--- src/rtl/srrip_pkg.sv ---
// Shared constants, types and helper functions of the replacement engine.
// No dependencies; srrip_victim and the top level import this package.
`default_nettype none

package srrip_pkg;

  localparam int unsigned NumSetsDef      = 2048;
  localparam int unsigned NumWaysDef      = 16;
  localparam int unsigned ReuseEntriesDef = 4096;

  localparam int unsigned SetW    = 11;
  localparam int unsigned WayW    = 4;
  localparam int unsigned MaskW   = 16;
  localparam int unsigned AddrW   = 64;
  localparam int unsigned HashW   = 12;
  localparam int unsigned HistW   = 8;
  localparam int unsigned CountW  = 24;
  localparam int unsigned InDataW = 160;
  localparam int unsigned OutDataW = 8;

  localparam logic [CountW-1:0] DecayPeriodRst = 24'd100000;

  localparam logic [1:0] RrpvMax  = 2'd3;
  localparam logic [1:0] RrpvLong = 2'd2;
  localparam logic [1:0] RrpvNear = 2'd0;
  localparam logic [1:0] ReuseRst = 2'd1;

  localparam logic OpVictim = 1'b0;
  localparam logic OpUpdate = 1'b1;

  // Reuse table index from the instruction address.
  function automatic logic [HashW-1:0] pc_hash(input logic [AddrW-1:0] pc);
    return pc[11:0] ^ pc[24:13] ^ pc[34:23];
  endfunction

  // Streaming when at least five of the six newest history bits are set.
  function automatic logic hist_streaming(input logic [HistW-1:0] hist);
    logic [2:0] ones;
    ones = 3'd0;
    for (int i = 0; i < 6; i++) begin
      ones = ones + 3'(hist[i]);
    end
    return ones >= 3'd5;
  endfunction

endpackage

`default_nettype wire

--- src/rtl/srrip_victim.sv ---
// Victim selection over one RRPV row: lowest invalid way, else lowest way at
// the maximum RRPV after ageing the row. Depends on srrip_pkg.
`default_nettype none

module srrip_victim
  import srrip_pkg::*;
#(
  parameter int unsigned NUM_WAYS = NumWaysDef,
  parameter int unsigned WAY_AW   = $clog2(NUM_WAYS)
) (
  input  wire logic [NUM_WAYS-1:0][1:0] row_i,
  input  wire logic [MaskW-1:0]         valid_mask_i,
  output logic      [WAY_AW-1:0]        way_o,
  output logic                          all_valid_o,
  output logic      [NUM_WAYS-1:0][1:0] aged_o
);

  logic                   found;
  logic [1:0]             top;
  logic [1:0]             lift;
  logic [WAY_AW-1:0]      inv_way;
  logic [WAY_AW-1:0]      max_way;
  logic                   max_found;

  always_comb begin
    found   = 1'b0;
    inv_way = '0;
    for (int w = NUM_WAYS - 1; w >= 0; w--) begin
      // ways beyond the mask count as valid
      if (w < MaskW) begin
        if (!valid_mask_i[w]) begin
          found   = 1'b1;
          inv_way = WAY_AW'(w);
        end
      end
    end

    top = '0;
    for (int w = 0; w < NUM_WAYS; w++) begin
      if (row_i[w] > top) top = row_i[w];
    end
    lift = RrpvMax - top;

    max_found = 1'b0;
    max_way   = '0;
    for (int w = NUM_WAYS - 1; w >= 0; w--) begin
      aged_o[w] = row_i[w] + lift;
      if (aged_o[w] == RrpvMax) begin
        max_found = 1'b1;
        max_way   = WAY_AW'(w);
      end
    end

    all_valid_o = !found;
    way_o       = found ? inv_way : (max_found ? max_way : '0);
  end

endmodule

`default_nettype wire

--- config.mk ---
export PLATFORM = sky130hd
export DESIGN_NAME = srrip_victim
export DESIGN_NICKNAME = d
export VERILOG_FILES = /design/src/rtl/srrip_pkg.sv /design/src/rtl/srrip_victim.sv
export SDC_FILE = /design/constraint.sdc
export NUM_CORES = 1
export LEC_CHECK = 0
export ABC_AREA = 1
export BUFFER_PORTS_ARGS = -buffer_cell sky130_fd_sc_hd__buf_4
export CAP_MARGIN = 40
export CORE_MARGIN = 4
export CORE_UTILIZATION = 49
export DETAILED_ROUTE_END_ITERATION = 7
export PLACE_DENSITY = 0.85
export REMOVE_ABC_BUFFERS = 1
export SETUP_SLACK_MARGIN = 0.4
export SLEW_MARGIN = 10
export SYNTH_ARGS = -nofsm -noshare
export SYNTH_HDL_FRONTEND = slang
export SYNTH_SLANG_ARGS = --single-unit
export TNS_END_PERCENT = 30
--- constraint.sdc ---
create_clock -name vclk -period 15.1
set_input_delay 1.51 -clock vclk [all_inputs]
set_output_delay 1.51 -clock vclk [all_outputs]
set_load 0.02 [all_outputs]
==> results of run 1 <==
## cells in the mapped netlist, drive strengths merged
| cell | n |
|---|---|
| clkinv | 1 |
| nor3 | 1 |
| nand3b | 2 |
| o21bai | 14 |
| inv | 80 |
| a21boi | 1 |
| ha | 46 |
| xor2 | 26 |
| nand2 | 119 |
| o31ai | 1 |
| xnor2 | 15 |
| nor4 | 2 |
| nand3 | 40 |
| nor3b | 1 |
| nor2 | 12 |
| clkbuf | 3 |
| and2 | 1 |
| nand4 | 6 |
| buf | 1 |
| a31oi | 2 |
| o21ai | 22 |
## per-stage QoR
| stage | instance area (um2) | std cells | setup WS [ps] |
|---|---|---|---|
| 2_1_floorplan | 2434 | 392 | -1046 |
| 3_3_place_gp | 3769 | 624 | -287.2 |
| 3_5_place_dp | 3784 | 625 | -1021 |
| 4_1_cts | 4557 | 673 | 411.7 |
## logic make-up after synthesis
| kind of cell | share of synthesized area [%] |
|---|---|
| and+or+nand+nor | 36.19 |
| xor gates and xnor gates | 16.70 |
| adders and majority gates | 23.35 |
| AOI/OAI and AO/OA | 10.15 |
| buffers and inverters | 13.60 |
## what timing repair did
item | CTS
pin swaps | 66
resized for setup | 105
setup endpoints to repair | 36
gates cloned | 1
setup buffers | 47
==> run metrics, run 1 <==
Port-buffer cells 85; average size of a mapped cell about 6.2 um2; share of the synthesized area in the top cell type 23.35%; stop err [ERROR DPL-0038] Utilization greater than 100%, impossible to legalize; chip width between 70 and 80 um; leading area contributor after synthesis ha_1; status did not finish; initial cell density of the core 51.50%; maximum number of pins on one net before global-route repair 10; worst_ep kind top-level output; Syn Inst Count around 400; Yosys warning total 0; Rows 25; sequential share of the synthesized area 0%; post-GRT worst EP way_o[0]; RD Place Congestion between 0.9 and 1; Fail Step global routing (5_1_grt); Synth area leaders ha_1 23%, nand2_1 17%, inv_1 12%, xor2_1 6.8%, nand3_1 5.5%; post-synth cell types 31; die height roughly 79 um; post-DP HPWL 6632 um; CTS Hold Buffers Added 0; Mapped Area ~0.0025 mm2; top-level I/O count 85
==> inputs of run 2 (changes only) <==
--- a/config.mk
+++ b/config.mk
@@ -9,11 +9,10 @@
 export BUFFER_PORTS_ARGS = -buffer_cell sky130_fd_sc_hd__buf_4
 export CAP_MARGIN = 40
 export CORE_MARGIN = 4
-export CORE_UTILIZATION = 49
+export CORE_UTILIZATION = 40
 export DETAILED_ROUTE_END_ITERATION = 7
-export PLACE_DENSITY = 0.85
+export PLACE_DENSITY_LB_ADDON = 0.15
 export REMOVE_ABC_BUFFERS = 1
-export SETUP_SLACK_MARGIN = 0.4
 export SLEW_MARGIN = 10
 export SYNTH_ARGS = -nofsm -noshare
 export SYNTH_HDL_FRONTEND = slang
==> constraint.sdc (replaced) <==
create_clock -name vclk -period 19.65
set_input_delay 1.965 -clock vclk [all_inputs]
set_output_delay 1.965 -clock vclk [all_outputs]
set_load 0.02 [all_outputs]
==> run 2 against run 1 <==
Net effect: the run now ends clean; area after synthesis unchanged; synthesized cell count unchanged.
==> run metrics, run 2 <==
Top Layer Used met4; CORE AREA approximately 0.0060 mm2; Worst EP required ~18000 ps; Avg Vias per Cell around 4.6; Critical Path Sink Type primary output; peak supply drop 0.00004748 V; leading area contributor after synthesis ha_1; Top cell by count, worst path nand2_1; net total in the final layout between 500 and 600; Post-DP Area 0.003181 mm2 (-16%); post-synth cell types 31 (unchanged); CTS Hold Buffers Added 0 (unchanged); met3 routed WL approximately 320 um; Initial DRT Pass Iterations 4; Metal-1 WL 2837 um; RSZ-0062 raised after global routing no; Mapped Area 0.002465 mm2 (unchanged); Synth top cells by count 113 x nand2_1, 76 x inv_1, 46 x ha_1; placed cells 553 (-12%); crit-path max cell delay ~350 ps; final setup TNS 0 ps; fmax between 0.05 and 0.06 GHz; post-route ant nets 0; Final Hold Viols 0; post-DR wirelength/cell approximately 11 um; Leak Pwr slightly below 2 nW; status complete, no violations; number of fill cells 623; Worst setup SP type input pin; crit-path max FO 14; hold slack between 4000 and 5000 ps; sequential share of the synthesized area 0% (unchanged); maximum number of pins on one net before global-route repair 15; Port-buffer cells 85 (unchanged); slowest stage cell, crit path o21ai_0; first-pass GRT wire length roughly 10000 um; Yosys warning total 0 (unchanged); Worst Hold Class in2out; top-level I/O count 85 (unchanged); ant diodes 0; maxcap violations 0; number of global-route vias before repair approximately 2500; share of the synthesized area in the top cell type 23.35% (unchanged); die height 86.50 um (+9.6%); drc violations 0; initial antenna violation count 0; average size of a mapped cell 6.224 um2 (unchanged); endpoints failing setup 0; Syn Inst Count 396 (unchanged); power density over cell area around 73 mW/mm2; sequential cell area 0 um2; area of the multi-input gates 0.002133 mm2; initial cell density of the core 41.39% (-10 points); full die area approximately 0.0075 mm2; RD Place Congestion 0.8339 (-10%); Congestion Overflow GR 0; initial DRC count 46; Synth area leaders ha_1 23%, nand2_1 17%, inv_1 12%, xor2_1 6.8%, nand3_1 5.5%; fin cells 553; fin area around 0.0032 mm2; GR Util All Layers about 15%; most frequent cell after synthesis nand2_1; most frequent cells in the layout 113 x nand2_1, 85 x buf_4, 76 x inv_1, 46 x ha_1, 27 x nand3_1; FFs & Latches 0; via count 2562; CTS resizes 0 (-100%); worst setup path class in2out; drt total wl ~5900 um; Final Max Slew Viols 0; crit path DAT 15720 ps; area grow syn2layout 29.19%; met2 WL 2741 um; Slew headroom between 70% and 80%; clock buffer count 0; postcts setup bufs 0 (-100%); post-DP HPWL 5364 um (-19%); share of cells above drive strength 1 25.94%; fin crit period around 18000 ps; worst slew pin tran 407.1 ps; most common cell after layout, fill and taps aside nand2_1; chip width 86.50 um (+9.6%); Rows 28 (+12%); Final period util approximately nine tenths
## run 2: layout make-up
cell class / instances / share of cell area, %
multi-input combinational: 311 / 66.99
timing repair buffer: 86 / 20.51
inverter: 81 / 9.548
tap: 75 / 2.947
## run 2: cell families (layout without fill, tap and decap cells)
kind of cell	Yosys count	count (layout)	synth area share, %
compound gates	40	40	10.15
buf+inv	85	167	13.60
simple gates	184	184	36.19
fa+ha+maj	46	46	23.35
xor+xnor	41	41	16.70
## run 2: stage by stage
stage / setup WS [ps] / utilization [%] / power (W)
2_1_floorplan: 2594 / - / 0.0001569
3_3_place_gp: 1622 / 53.15 / 0.0002313
3_5_place_dp: 1112 / 53.40 / 0.0002354
4_1_cts: 1109 / 53.40 / 0.0002362
5_1_grt: 113.7 / 53.47 / 0.0002612
6_report: 1961 / 53.47 / 0.0002326
## run 2: per-layer routing
| layer | vias to the layer above | track usage (%) |
|---|---|---|
| li1 | 1404 | - |
| met1 | 1097 | 20.31 |
| met2 | 59 | 29.35 |
| met3 | 2 | 0.7605 |
| met4 | 0 | 0.2833 |
| met5 | - | 0 |
## run 2: worst paths after layout
path	start	to	slack (ps)	depth (start not counted)
setup / recovery	row_i[3]	way_o[1]	1960	101
hold / removal	valid_mask_i[0]	way_o[0]	4270	4
## run 2: power breakdown
group          leakage (nW)  internal (W)  switching (W)
combinational          1.98     0.0000900       0.000143
sequential                0             0              0
clock                     0             0              0
total                  1.98     0.0000900       0.000143
## run 2: critical path: cells and delay by family
kind,cells,cell delay (ps)
XOR/XNOR,1,220
AND/OR/NAND/NOR,38,3590
adder cells (fa/ha/maj),15,3990
buffers and inverters,32,2050
AO/OA/AOI/OAI,15,3870
Note: power is estimated with default switching activity, not from simulation.
==> inputs of run 3 (changes only) <==
--- a/config.mk
+++ b/config.mk
@@ -9,7 +9,7 @@
 export BUFFER_PORTS_ARGS = -buffer_cell sky130_fd_sc_hd__buf_4
 export CAP_MARGIN = 40
 export CORE_MARGIN = 4
-export CORE_UTILIZATION = 40
+export CORE_UTILIZATION = 28
 export DETAILED_ROUTE_END_ITERATION = 7
 export PLACE_DENSITY_LB_ADDON = 0.15
 export REMOVE_ABC_BUFFERS = 1
==> run 3 against run 2 <==
Net effect: global-route usage down 3.5 points; critical path depth unchanged; sequential share of layout area unchanged; routed wire length up 6.5%; critical path type unchanged; fmax down 0.31%; die area is 39% higher; combinational power about the same; cell count grew 5.4%; non-clock buffer count stayed put.
==> run metrics, run 3 (synthesis results as in run 2) <==
hold slack 4282 ps (+6.640 ps); Bufs and invs on worst path 32 (unchanged); most common cell after layout, fill and taps aside nand2_1; initial DRC count 62 (+35%); top-level I/O count 85 (unchanged); Worst Setup SP row_i[3]; chip width 101.8 um (+18%); crit path DAT 15780 ps (+60 ps); fmax 0.05636 GHz (-0.31%); ant diodes 0 (unchanged); Post-DP Area 0.003218 mm2 (+1.2%); RD Place Congestion 0.7838 (-6.0%); FFs & Latches 0 (unchanged); crit-path max cell delay 320 ps (-30 ps); sequential group share of total power 0% (unchanged); CTS Hold Buffers Added 0 (unchanged); initial cell density of the core 29.41% (-12 points); stages on the worst setup path 101 (unchanged); via count 2505 (-2.2%); final setup TNS 0 ps (unchanged); share of cells above drive strength 1 25.94% (unchanged); drt total wl 6301 um (+6.5%); combinational share of power 100.0% (about the same); Final Hold Viols 0 (unchanged); number of global-route vias before repair 2415 (-2.5%); worst slew pin tran 496.1 ps (+89.00 ps); fin area 0.003222 mm2 (+1.2%); Initial DRT Pass Iterations 4 (unchanged); die height 101.8 um (+18%); first-pass GRT wire length 10640 um (+5.9%); initial antenna violation count 0 (unchanged); Slew headroom 66.93% (-5.6 points); placed cells 583 (+5.4%); clock buffer count 0 (unchanged); Final Max Slew Viols 0 (unchanged); worst setup path class in2out; post-DR wirelength/cell 10.81 um (+0.99%); Avg Vias per Cell 4.297 (-7.3%); Design Power 0.0002352 W (+1.1%); most frequent cells in the layout 113 x nand2_1, 85 x buf_4, 76 x inv_1, 46 x ha_1, 27 x nand3_1; area grow syn2layout 30.71%; endpoints failing setup 0 (unchanged); CORE AREA 0.008382 mm2 (+41%); cell family with the largest share of critical-path delay adder cells; Top cell by count, worst path nand2_1; net total in the final layout 574 (unchanged); maximum number of pins on one net before global-route repair 15 (unchanged); Rows 33 (+18%); Critical Path Sink Type primary output; CP Capture Point way_o[1]; drc violations 0 (unchanged); Leak Pwr 1.979 nW (unchanged); Int Power 0.00008989 W (-0.14%); Final period util 90.30% (+0.28 points); Worst Hold Class in2out; Port-buffer cells 85 (unchanged); Worst setup SP type input pin; maxcap violations 0 (unchanged); Sw Share 61.78% (+0.47 points); full die area 0.01037 mm2 (+39%); Worst EP required 17680 ps (about the same); post-DP HPWL 5700 um (+6.3%); clock network power share 0% (unchanged); postcts setup bufs 0 (unchanged); peak supply drop 0.00003131 V (-34%); GR Util All Layers 11.99% (-3.5 points); fin crit period 17740 ps (+54.85 ps); slowest stage cell, crit path o21ai_0; fin cells 583 (+5.4%); RSZ-0062 raised after global routing no; sequential cell area 0 um2 (unchanged); Sw Pwr 0.0001453 W (+1.9%); crit-path max FO 14 (unchanged); Congestion Overflow GR 0 (unchanged); post-route ant nets 0 (unchanged); status complete, no violations; power density over cell area 72.99 mW/mm2 (about the same)
## run 3: cell counts in the layout (fill, tap and decap cells not counted)
Identical to the previous run, type by type.
## run 3: final cells by class
| type | count | area (um2) |
|---|---|---|
| multi-input combinational | 311 | 2133 |
| timing repair buffer | 86 | 653.1 |
| tap | 105 | 131.4 |
| inverter | 81 | 304.0 |
| fill | 937 | 5160 |
## run 3: worst min-delay path: stages
cell and delay [ps]:
buf_4 100, nand2_1 50, nand2_1 60, buf_4 130
## run 3: metal layers
| metal | vias to the layer above | wire, um | track usage (%) |
|---|---|---|---|
| met5 | - | 0 | 0 |
| met4 | 0 | 0 | 0 |
| met3 | 0 | 355 | 0.5461 |
| met2 | 54 | 2884 | 21.88 |
| met1 | 1050 | 3061 | 16.71 |
| li1 | 1401 | - | - |
## run 3: per-stage QoR
step | utilization, % | setup slack (ps)
after global placement | 38.21 | 1450
final | 38.44 | 1906
after detailed placement | 38.39 | 1108
after CTS | 38.39 | 1075
after floorplan | - | 2594
after global routing | 38.44 | 52.11
## run 3: power groups by stage
stage	combinational (W)	clock, W	sequential (W)
3_3_place_gp	0.000237	0	0
4_1_cts	0.000239	0	0
2_1_floorplan	0.000157	0	0
3_5_place_dp	0.000238	0	0
5_1_grt	0.000265	0	0
6_report	0.000235	0	0
## run 3: how the worst min path moves through the flow
stage / start / to / cells past startpoint
2_1_floorplan: valid_mask_i[0] / way_o[0] / 2
3_3_place_gp: valid_mask_i[0] / way_o[0] / 4
3_5_place_dp: valid_mask_i[0] / way_o[0] / 4
4_1_cts: valid_mask_i[0] / way_o[0] / 4
5_1_grt: valid_mask_i[0] / way_o[0] / 4
6_report: valid_mask_i[0] / way_o[0] / 4
## run 3: timing repair
action | 4_1_cts | 5_1_grt
resized for setup | 0 | 5
hold endpoints to repair | 0 | 0
setup endpoints to repair | 0 | 4
