$ cat src/rtl/srrip_ram.sv
// Simple dual-port synchronous RAM, one write and one registered read port.
// Depends on nothing; used for the RRPV rows, set state and reuse counters.
`default_nettype none

module srrip_ram #(
  parameter int unsigned W     = 8,
  parameter int unsigned DEPTH = 16,
  parameter int unsigned AW    = (DEPTH > 1) ? $clog2(DEPTH) : 1
) (
  input  wire logic          clk_i,
  input  wire logic          we_i,
  input  wire logic [AW-1:0] waddr_i,
  input  wire logic [W-1:0]  wdata_i,
  input  wire logic [AW-1:0] raddr_i,
  output logic      [W-1:0]  rdata_o
);

  logic [W-1:0] mem [DEPTH];

  always_ff @(posedge clk_i) begin
    if (we_i) begin
      mem[waddr_i] <= wdata_i;
    end
  end

  always_ff @(posedge clk_i) begin
    rdata_o <= mem[raddr_i];
  end

endmodule

`default_nettype wire

$ cat config.mk
export PLATFORM = sky130hd
export DESIGN_NAME = srrip_ram
export DESIGN_NICKNAME = d
export VERILOG_FILES = /design/src/rtl/srrip_ram.sv
export SDC_FILE = /design/constraint.sdc
export NUM_CORES = 1
export LEC_CHECK = 0
export ABC_AREA = 1
export BUFFER_PORTS_ARGS = -buffer_cell sky130_fd_sc_hd__clkbuf_2
export CAP_MARGIN = 20
export CORE_MARGIN = 1.5
export CORE_UTILIZATION = 40
export DETAILED_ROUTE_END_ITERATION = 8
export PLACE_DENSITY = 0.57
export SLEW_MARGIN = 20
export SYNTH_ARGS = -nofsm -noshare
export SYNTH_HDL_FRONTEND = slang
export SYNTH_SLANG_ARGS = --single-unit
$ cat constraint.sdc
create_clock -name clk_i -period 1.4 [get_ports clk_i]
set_input_delay 0.07 -clock clk_i [delete_from_list [all_inputs] [get_ports clk_i]]
set_output_delay 0.07 -clock clk_i [all_outputs]
set_load 0.02 [all_outputs]
==> results of run 1 <==
synth_stat cells:
cell type	instances	area (um^2)
sky130_fd_sc_hd__inv_2	2	7.51
sky130_fd_sc_hd__inv_1	100	375
sky130_fd_sc_hd__buf_6	6	67.6
sky130_fd_sc_hd__nand3_1	97	485
sky130_fd_sc_hd__dfxtp_1	8	160
sky130_fd_sc_hd__nor2_1	17	63.8
sky130_fd_sc_hd__buf_4	4	30.0
sky130_fd_sc_hd__nand2_1	173	649
sky130_fd_sc_hd__buf_2	13	65.1
sky130_fd_sc_hd__buf_1	1	3.75
sky130_fd_sc_hd__edfxtp_1	128	3840
sky130_fd_sc_hd__nand3b_1	2	15.0
sequential cells by signal (all words and copies together), names as in the netlist:
signal,flops
mem,128
rdata_o,8
cell type report:
type                    count  area, um^2  area share, %
clock buffers              22         464           6.88
clock inverters            10         125           1.86
inverters                 102         383           5.68
multi-input cells         289        1210           18.0
flip-flops and latches    136        4000           59.4
well taps                 180         225           3.34
repair buffers             47         328           4.86
metrics by stage:
step / power [uW] / instance area [um^2] / worst slack (ns) / cells / hold slack [ns]
global placement: 5260 / 6150 / 0.152 / 754 / 0.484
global route: 9910 / 6740 / 0.269 / 786 / 0.0579
detailed placement: 5260 / 6150 / 0.150 / 754 / 0.482
CTS: 9680 / 6740 / 0.315 / 786 / 0.0322
floorplan: 5010 / 5770 / 0.379 / 551 / 0.169
finish: 9600 / 6740 / 0.353 / 786 / 0.0508
cell families after synthesis:
| kind of cell | after synthesis | synth area share (%) |
|---|---|---|
| buffers and inverters | 126 | 9.52 |
| DFF | 136 | 69.4 |
| and+or+nand+nor | 289 | 21.0 |
metal layers:
metal  vias up  routed length (um)
li1       1852                   -
met1      1794                5860
met2       100                6290
met3        18                 596
met4         0                 230
met5         -                   0
report_power, final:
part	internal [uW]	switching, uW
Clock	2870	1570
Combinational	171	413
Sequential	4550	31.1
layout by cell type, fill, tap and decap left out, drive strengths merged:
cell type,n
clkinv,7
clkbuf,47
bufinv,3
inv,102
nand3b,2
dfxtp,8
nand3,97
buf,22
edfxtp,128
nand2,173
nor2,17
critical path, stage by stage (launching register included):
cell and delay (ns):
sky130_fd_sc_hd__edfxtp_1 0.36, sky130_fd_sc_hd__inv_1 0.06, sky130_fd_sc_hd__nand2_1 0.04, sky130_fd_sc_hd__nand3_1 0.11, sky130_fd_sc_hd__nand3_1 0.14, sky130_fd_sc_hd__nand3_1 0.16, sky130_fd_sc_hd__nand2_1 0.06
how the worst max path moves through the flow:
| stage | startpoint | to | slack, ns | cells after the start |
|---|---|---|---|---|
| after global placement | raddr_i[0] | rdata_o[5] | 0.15 | 8 |
| final | mem[7][5] | rdata_o[5] | 0.35 | 6 |
| after CTS | mem[7][5] | rdata_o[5] | 0.32 | 6 |
| after global routing | mem[6][5] | rdata_o[5] | 0.27 | 6 |
| after floorplan | waddr_i[2] | mem[10][0] | 0.38 | 2 |
| after detailed placement | raddr_i[0] | rdata_o[5] | 0.15 | 8 |
==> impl_summary.log, run 1 <==
INFO  metric outcome = completed
INFO  metric synth-seq-area-share = 69.4%
INFO  metric power.ir.vdd_worst = 0.718 mV
INFO  metric path_max_fanout = 1
INFO  metric max_freq = 0.955 GHz
INFO  metric flow.area_growth_from_synthesis = 16.9%
INFO  metric io_pins = 26
INFO  metric timing.hold.worst.start = raddr_i[3]
INFO  metric post_route_cells_drive_above_1_share = 12.9%
INFO  metric regToRegStartpoint = mem[7][5]
INFO  metric finalSetupViolCount = 0
INFO  metric cts-buffers-inserted = 17
INFO  metric avgSynthCellArea = 10.5 um^2
INFO  metric cts-hold-fix-buffers = 0
INFO  metric ctsHtreeMaxLevel = 4
INFO  metric post_synth_inst_count = 551
INFO  metric r2r_end = rdata_o[5]
INFO  metric placement_rows = 43
INFO  metric power.leakage = 0.00295 uW
INFO  metric gr-usage-met3 = 3.51%
INFO  metric cts.path.max_buffers = 2
INFO  metric grt_antenna_before_repair = 0
INFO  metric via_per_inst = 4.79
INFO  metric post-cts-setup-buffer-count = 0
INFO  metric synth_nets = 569
INFO  metric grt_setup_unrepaired = false
INFO  metric die_area = 15100 um^2
INFO  metric grt_first_pass_wirelength = 20.2 mm
INFO  metric timing.final.crit_period = 1.05 ns
INFO  metric place_congestion = 0.808
INFO  metric drcViolationCount = 0
INFO  metric pwr_per_cell_area = 1420 nW/um^2
INFO  metric rrSetupSlack = 0.35 ns
INFO  metric drt_iter0_markers = 278
INFO  metric cts_root_buf = sky130_fd_sc_hd__clkbuf_16
INFO  metric placement.io_buffers = 25
INFO  metric via_count = 3764
INFO  metric grt_util_all_layers = 19.0%
INFO  metric synth-seq-cells = 136
INFO  metric slew-limit-headroom = 72.2%
INFO  metric tns = 0 ns
INFO  metric worstSetupEndpointType = register
INFO  metric wl = 13.0 mm
INFO  metric number_of_global_route_vias_before_repair = 3643
INFO  metric cts_resized = 0
INFO  metric post-route-util = 48.2%
INFO  metric clk-insertion-delay-late = 0.42 ns
INFO  metric hp-class = in -> reg
INFO  metric mappedNetlistArea = 5770 um^2
INFO  metric hold_path_depth = 3
INFO  metric synth.yosys.warnings = 0
INFO  metric gr-usage-met2 = 30.9%
INFO  metric worst-endpoint-required = 1.71 ns
INFO  metric worst-r2r-cell-count = 6
INFO  metric tritoncts = built
INFO  metric worstHoldEndpoint = rdata_o[7]
INFO  metric grt_use_met1 = 24.7%
INFO  metric tritoncts_num_sinks = 136
INFO  metric report.final.hold_viol_count = 0
INFO  metric tightest_slew = 0.417 ns
INFO  metric cp-start-kind = register
INFO  metric ant_nets = 0
INFO  metric drv_slew = 0
INFO  metric fp.dieW = 123 um
INFO  metric fill_cells = 1297
INFO  metric drv.max_cap_violation_count = 0
INFO  metric grt_max_degree = 65
INFO  metric first_pass_iters = 5
INFO  metric clk_transition_reported_paths = 0.06 ns
INFO  metric globalRoute.busiestLayer = met2
INFO  metric final_net_count = 611
INFO  metric timing.final.crit_share = 74.8%
INFO  metric grt-ovfl-total = 0
INFO  metric insertedDiodeCount = 0
INFO  metric finClkSkew = 0.00567 ns
INFO  metric worst_ep_arrival_time = 1.35 ns
INFO  metric coreArea = 14000 um^2
INFO  metric worstSetupPathType = reg -> reg
INFO  metric dp.final_hpwl = 7.98 mm
INFO  metric post_synth_num_cell_types = 12
INFO  metric initial_core_util = 41.2%
INFO  metric floorplan.die.height = 123 um
INFO  metric post_drt_wl_per_cell = 16.5 um
No activity file was read; power rests on OpenSTA's default activity.
==> inputs of run 2 (changes only) <==
==> constraint.sdc (replaced) <==
create_clock -name clk_i -period 1 [get_ports clk_i]
set_input_delay 0.05 -clock clk_i [delete_from_list [all_inputs] [get_ports clk_i]]
set_output_delay 0.05 -clock clk_i [all_outputs]
set_load 0.02 [all_outputs]
==> impl_summary.log, run 2 (synthesis gave the netlist of run 1 again) <==
INFO  metric grt_first_pass_wirelength = 20.8 mm (+2.9%)
INFO  metric place_congestion = 0.872 (+7.9%)
INFO  metric tightest_slew = 0.425 ns (+0.00811 ns)
INFO  metric cts_root_buf = sky130_fd_sc_hd__clkbuf_16
INFO  metric slew-limit-headroom = 71.7% (-0.54 points)
INFO  metric clk_transition_reported_paths = 0.06 ns (about the same)
INFO  metric post_route_cells_drive_above_1_share = 17.1% (+4.3 points)
INFO  metric floorplan.die.height = 123 um (unchanged)
INFO  metric grt-ovfl-total = 0 (unchanged)
INFO  metric biggestRegsByFlops = mem x128, rdata_o x8
INFO  metric fp.dieW = 123 um (unchanged)
INFO  metric clk-insertion-delay-late = 0.41 ns (about the same)
INFO  metric wl = 13.4 mm (+2.9%)
INFO  metric power.leakage = 0.00304 uW (+3.1%)
INFO  metric final_net_count = 624 (+2.1%)
INFO  metric io_pins = 26 (unchanged)
INFO  metric worstSetupEndpointType = register
INFO  metric post-route-util = 49.7% (+1.5 points)
INFO  metric timing.final.crit_share = 96.7% (+22 points)
INFO  metric placement.io_buffers = 25 (unchanged)
INFO  metric drt_iter0_markers = 311 (+12%)
INFO  metric power.ir.vdd_worst = 1.05 mV (+46%)
INFO  metric first_pass_iters = 5 (unchanged)
INFO  metric drv.max_cap_violation_count = 0 (unchanged)
INFO  metric via_per_inst = 4.82 (+0.73%)
INFO  metric insertedDiodeCount = 0 (unchanged)
INFO  metric grt_max_degree = 39 (-40%)
INFO  metric via_count = 3854 (+2.4%)
INFO  metric mostFrequentLayoutCells = sky130_fd_sc_hd__nand2_1, sky130_fd_sc_hd__edfxtp_1, sky130_fd_sc_hd__inv_1, sky130_fd_sc_hd__nand3_1, sky130_fd_sc_hd__buf_4
INFO  metric flow.area_growth_from_synthesis = 20.6%
INFO  metric timing.final.crit_period = 0.967 ns (-0.0804 ns)
INFO  metric cp-start-kind = register
INFO  metric regMostFlops = mem
INFO  metric grt_antenna_before_repair = 0 (unchanged)
INFO  metric tritoncts_num_sinks = 136 (unchanged)
INFO  metric worst_ep_arrival_time = 1.27 ns (-0.08 ns)
INFO  metric cts.path.max_buffers = 2 (unchanged)
INFO  metric outcome = completed
INFO  metric hold_ws = 0.0449 ns (-0.00589 ns)
INFO  metric drcViolationCount = 0 (unchanged)
INFO  metric finalSetupViolCount = 0 (unchanged)
INFO  metric report.final.hold_viol_count = 0 (unchanged)
INFO  metric grt_setup_unrepaired = true
INFO  metric finClkSkew = 0.00542 ns (-0.000248 ns)
INFO  metric path_max_fanout = 1 (unchanged)
INFO  metric tritoncts = built
INFO  metric post-cts-setup-buffer-count = 0 (unchanged)
INFO  metric hp-class = in -> reg
INFO  metric ctsHtreeMaxLevel = 4 (unchanged)
INFO  metric pwr_per_cell_area = 1890 nW/um^2 (+33%)
INFO  metric final_common_cell = sky130_fd_sc_hd__nand2_1
INFO  metric placement_rows = 43 (unchanged)
INFO  metric grt_util_all_layers = 19.3% (+0.34 points)
INFO  metric dp.final_hpwl = 8.55 mm (+7.2%)
INFO  metric drv_slew = 0 (unchanged)
INFO  metric largest_register_ff_count = 128 (unchanged)
INFO  metric coreArea = 14000 um^2 (unchanged)
INFO  metric cts-buffers-inserted = 17 (unchanged)
INFO  metric cts-hold-fix-buffers = 0 (unchanged)
INFO  metric worstSetupPathType = reg -> reg
INFO  metric ant_nets = 0 (unchanged)
INFO  metric post_drt_wl_per_cell = 16.7 um (+1.2%)
INFO  metric max_freq = 1.03 GHz (+8.3%)
INFO  metric initial_core_util = 41.2% (unchanged)
INFO  metric worst-endpoint-required = 1.31 ns (-0.40 ns)
INFO  metric die_area = 15100 um^2 (unchanged)
INFO  metric number_of_global_route_vias_before_repair = 3863 (+6.0%)
INFO  metric overall_power_after_layout = 13100 uW (+37%)
## run 2: path summary, 6_finish.rpt
check                           cells after the start  startpoint         end  slack [ns]
worst max register to register                      6   mem[5][7]  rdata_o[7]        0.03
worst max-delay path                                6   mem[5][7]  rdata_o[7]        0.03
worst min register to register                      6  mem[12][1]  rdata_o[1]        0.66
worst min-delay path                                3  raddr_i[3]  rdata_o[6]        0.04
## run 2: through the flow
step	area [um^2]	setup TNS [ns]	setup WS [ns]	instances
2_1_floorplan	5770	-0.0540	-0.000845	551
3_3_place_gp	6300	-2.72	-0.168	767
4_1_cts	6900	0	0.000110	799
5_1_grt	6960	-0.0533	-0.0235	799
6_report	6960	0	0.0333	799
3_5_place_dp	6300	-4.06	-0.185	767
## run 2: area by class of cell
class	instances	area, um^2
Multi-Input combinational cell	289	1280
Clock buffer	19	433
Timing Repair Buffer	60	513
Clock inverter	13	111
Tap cell	180	225
Sequential cell	136	4010
Fill cell	1296	7030
Inverter	102	383
## run 2: per-layer routing
layer  part of all wire [%]  vias to the layer above  global-route usage [%]
met1                     44                     1873                    24.9
met2                     49                       84                    31.4
met3                    4.3                       17                    4.94
li1                       -                     1880                       -
met5                      0                        -                       0
met4                    2.0                        0                    7.76
## run 2: where the power goes
part / internal [uW] / leakage, uW / switching, uW / total [uW]
registers: 6380 / 0.00122 / 46.4 / 6430
logic: 331 / 0.00155 / 609 / 940
clock network: 3590 / 0.000268 / 2190 / 5780
## run 2: what timing repair did
action / in CTS / in global routing
endpoints found under the hold margin: 0 / 0
resized for setup: 16 / 13
pin swaps: 0 / 5
setup endpoints to repair: 7 / 9
## run 2: worst max-delay path, cell delays in order, from the launching register on
cell and delay (ns):
sky130_fd_sc_hd__edfxtp_1 0.35, sky130_fd_sc_hd__inv_1 0.07, sky130_fd_sc_hd__nand2_1 0.05, sky130_fd_sc_hd__nand3_1 0.10, sky130_fd_sc_hd__nand3_1 0.09, sky130_fd_sc_hd__nand3_1 0.12
sky130_fd_sc_hd__nand2_1 0.07
==> inputs of run 3 (changes only) <==
--- a/config.mk
+++ b/config.mk
@@ -8,10 +8,10 @@
 export ABC_AREA = 1
 export BUFFER_PORTS_ARGS = -buffer_cell sky130_fd_sc_hd__clkbuf_2
 export CAP_MARGIN = 20
-export CORE_MARGIN = 1.5
+export CORE_MARGIN = 2
 export CORE_UTILIZATION = 40
 export DETAILED_ROUTE_END_ITERATION = 8
-export PLACE_DENSITY = 0.57
+export PLACE_DENSITY = 0.59
 export SLEW_MARGIN = 20
 export SYNTH_ARGS = -nofsm -noshare
 export SYNTH_HDL_FRONTEND = slang
==> constraint.sdc (replaced) <==
create_clock -name clk_i -period 0.8 [get_ports clk_i]
set_input_delay 0.04 -clock clk_i [delete_from_list [all_inputs] [get_ports clk_i]]
set_output_delay 0.04 -clock clk_i [all_outputs]
set_load 0.02 [all_outputs]
==> impl_summary.log, run 3 (synthesis gave the netlist of run 1 again) <==
INFO  metric outcome = finished, violations left
INFO  metric failed_checks = negative setup slack
INFO  metric worst_setup_path_endpoint = rdata_o[1]
INFO  metric post_route_cells_drive_above_1_share = 26.4% (+9.3 points)
INFO  metric regToRegStartpoint = mem[0][1]
INFO  metric grt_util_all_layers = 18.8% (-0.57 points)
INFO  metric clkPwrFrac = 46.3% (+2.3 points)
INFO  metric grt_max_degree = 40 (+2.6%)
INFO  metric multiInputGateArea = 1540 um^2 (+20%)
INFO  metric dp.final_hpwl = 8.31 mm (-2.8%)
INFO  metric ctsHtreeMaxLevel = 4 (unchanged)
INFO  metric drv_slew = 0 (unchanged)
INFO  metric mostFrequentLayoutCells = sky130_fd_sc_hd__nand2_1, sky130_fd_sc_hd__edfxtp_1, sky130_fd_sc_hd__inv_1, sky130_fd_sc_hd__nand3_1, sky130_fd_sc_hd__nand3_2
INFO  metric place_congestion = 0.861 (-1.2%)
INFO  metric path_max_fanout = 1 (unchanged)
INFO  metric worst-endpoint-required = 1.10 ns (-0.21 ns)
INFO  metric timing.final.crit_share = 120% (+23 points)
INFO  metric via_per_inst = 4.83 (+0.22%)
INFO  metric worstSetupPathType = reg -> reg
INFO  metric hp-class = in -> reg
INFO  metric clk_transition_reported_paths = 0.06 ns (about the same)
INFO  metric cp-start-kind = register
INFO  metric cts.path.max_buffers = 2 (unchanged)
INFO  metric max_freq = 1.04 GHz (+0.58%)
INFO  metric fp.dieW = 124 um (+0.81%)
INFO  metric cts-hold-fix-buffers = 0 (unchanged)
INFO  metric pwr-share-seq = 45.6% (-3.3 points)
INFO  metric first_pass_iters = 5 (unchanged)
INFO  metric grt_setup_unrepaired = true
INFO  metric regMostFlops = mem
INFO  metric grt-ovfl-total = 0 (unchanged)
INFO  metric via_count = 3853 (-0.026%)
INFO  metric placement.io_buffers = 25 (unchanged)
INFO  metric rrSetupSlack = -0.16 ns (-0.19 ns)
INFO  metric biggestRegsByFlops = mem x128, rdata_o x8
INFO  metric share_comb_of_total_power = 8.0% (+0.9 points)
INFO  metric tightest_slew = 0.454 ns (+0.0290 ns)
INFO  metric fill_cells = 1209 (-6.7%)
INFO  metric clk-insertion-delay-late = 0.41 ns (about the same)
INFO  metric initial_core_util = 41.2% (unchanged)
INFO  metric floorplan.die.height = 124 um (+0.81%)
INFO  metric power_report.internal_total = 13800 uW (+34%)
INFO  metric final_common_cell = sky130_fd_sc_hd__nand2_1
INFO  metric drcViolationCount = 0 (unchanged)
INFO  metric drv.max_cap_violation_count = 0 (unchanged)
INFO  metric cts-buffers-inserted = 17 (unchanged)
INFO  metric pwr_per_cell_area = 2380 nW/um^2 (+26%)
INFO  metric power.leakage = 0.00316 uW (+3.9%)
INFO  metric netSwitchingPower = 3790 uW (+33%)
INFO  metric final_net_count = 622 (-0.32%)
INFO  metric wl = 13.2 mm (-0.92%)
INFO  metric tritoncts = built
INFO  metric dp.cells = 765 (-0.26%)
INFO  metric final-instance-count-excl-fill = 797 (-0.25%)
INFO  metric finClkSkew = 0.00660 ns (+0.00117 ns)
INFO  metric largest_register_ff_count = 128 (unchanged)
INFO  metric grt_antenna_before_repair = 0 (unchanged)
INFO  metric insertedDiodeCount = 0 (unchanged)
INFO  metric worstSetupEndpointType = register
INFO  metric worst-r2r-cell-count = 6 (unchanged)
INFO  metric drt_iter0_markers = 285 (-8.4%)
INFO  metric coreArea = 14000 um^2 (unchanged)
INFO  metric tritoncts_num_sinks = 136 (unchanged)
INFO  metric fin_ws = -0.161 ns (-0.194 ns)
INFO  metric power.ir.vdd_worst = 1.58 mV (+50%)
INFO  metric switching_share = 21.5% (-0.12 points)
INFO  metric io_pins = 26 (unchanged)
INFO  metric placement_rows = 43 (unchanged)
INFO  metric number_of_global_route_vias_before_repair = 3921 (+1.5%)
INFO  metric finalSetupViolCount = 16 (+16)
INFO  metric worst_ep_arrival_time = 1.26 ns (about the same)
INFO  metric post-route-util = 53.0% (+3.2 points)
INFO  metric cts_root_buf = sky130_fd_sc_hd__clkbuf_16
INFO  metric timing.final.crit_period = 0.961 ns (-0.00557 ns)
INFO  metric slew-limit-headroom = 69.7% (-1.9 points)
INFO  metric final-seq-area = 4010 um^2 (about the same)
INFO  metric critical_path.startpoint = mem[0][1]
INFO  metric report.final.hold_viol_count = 0 (unchanged)
INFO  metric grt_first_pass_wirelength = 20.6 mm (-0.69%)
INFO  metric die_area = 15400 um^2 (+1.6%)
INFO  metric timing.hold.worst.start = raddr_i[3]
INFO  metric ant_nets = 0 (unchanged)
INFO  metric flow.area_growth_from_synthesis = 28.5%
INFO  metric r2r_end = rdata_o[1]
INFO  metric post_drt_wl_per_cell = 16.6 um (-0.67%)
[run 3: cell type report]
class	count	area share, %
Inverter	102	5.17
Timing Repair Buffer	58	8.48
Clock inverter	11	2.33
Sequential cell	136	54.2
Clock buffer	21	6.08
Tap cell	180	3.04
Multi-Input combinational cell	289	20.7
[run 3: how the worst min path moves through the flow]
stage | to | slack (ns) | cells past startpoint
finish | rdata_o[7] | 0.07 | 4
global route | rdata_o[7] | 0.06 | 4
CTS | rdata_o[6] | 0.05 | 4
detailed placement | rdata_o[1] | 0.46 | 1
global placement | rdata_o[5] | 0.46 | 1
floorplan | mem[0][0] | 0.14 | 0
[run 3: power by group through the flow]
| stage | logic [uW] | registers (uW) | clock network (uW) |
|---|---|---|---|
| final | 1410 | 8040 | 8170 |
| after global routing | 1530 | 8060 | 8580 |
| after CTS | 1350 | 8030 | 8290 |
| after detailed placement | 1220 | 8160 | 0 |
| after global placement | 1210 | 8160 | 0 |
| after floorplan | 597 | 8210 | 0 |
[run 3: routing by layer]
metal	part of all wire [%]	track usage [%]	routed length, um
met1	43	23.3	5650
met2	50	31.6	6580
met3	5.6	5.04	745
met4	2.0	6.60	259
met5	0	0	0
[run 3: per-stage QoR]
stage               setup TNS (ns)  hold slack, ns  setup WS [ns]  instance area, um^2  total power (uW)
floorplan                    -7.31           0.139         -0.114                 5860              8810
global placement            -34.28           0.456         -0.327                 6470              9360
detailed placement          -36.03           0.455         -0.335                 6470              9380
CTS                          -1.98          0.0506         -0.158                 7300             17700
global route                 -2.55          0.0577         -0.219                 7410             18200
finish                       -1.80          0.0658         -0.161                 7410             17600
[run 3: critical path, cell delays in order (launching register included)]
cell	delay [ns]
sky130_fd_sc_hd__edfxtp_1	0.36
sky130_fd_sc_hd__inv_1	0.07
sky130_fd_sc_hd__nand2_1	0.05
sky130_fd_sc_hd__nand3_1	0.08
sky130_fd_sc_hd__nand3_2	0.10
sky130_fd_sc_hd__nand3_2	0.13
sky130_fd_sc_hd__nand2_1	0.06
[run 3: timing repair]
item                                   in CTS  in global routing
endpoints found under the hold margin       0                  0
resized for setup                          50                 29
setup endpoints to repair                  16                 16
cloned                                      0                  0
pin swaps                                  40                 15
buffers inserted                            0                  0
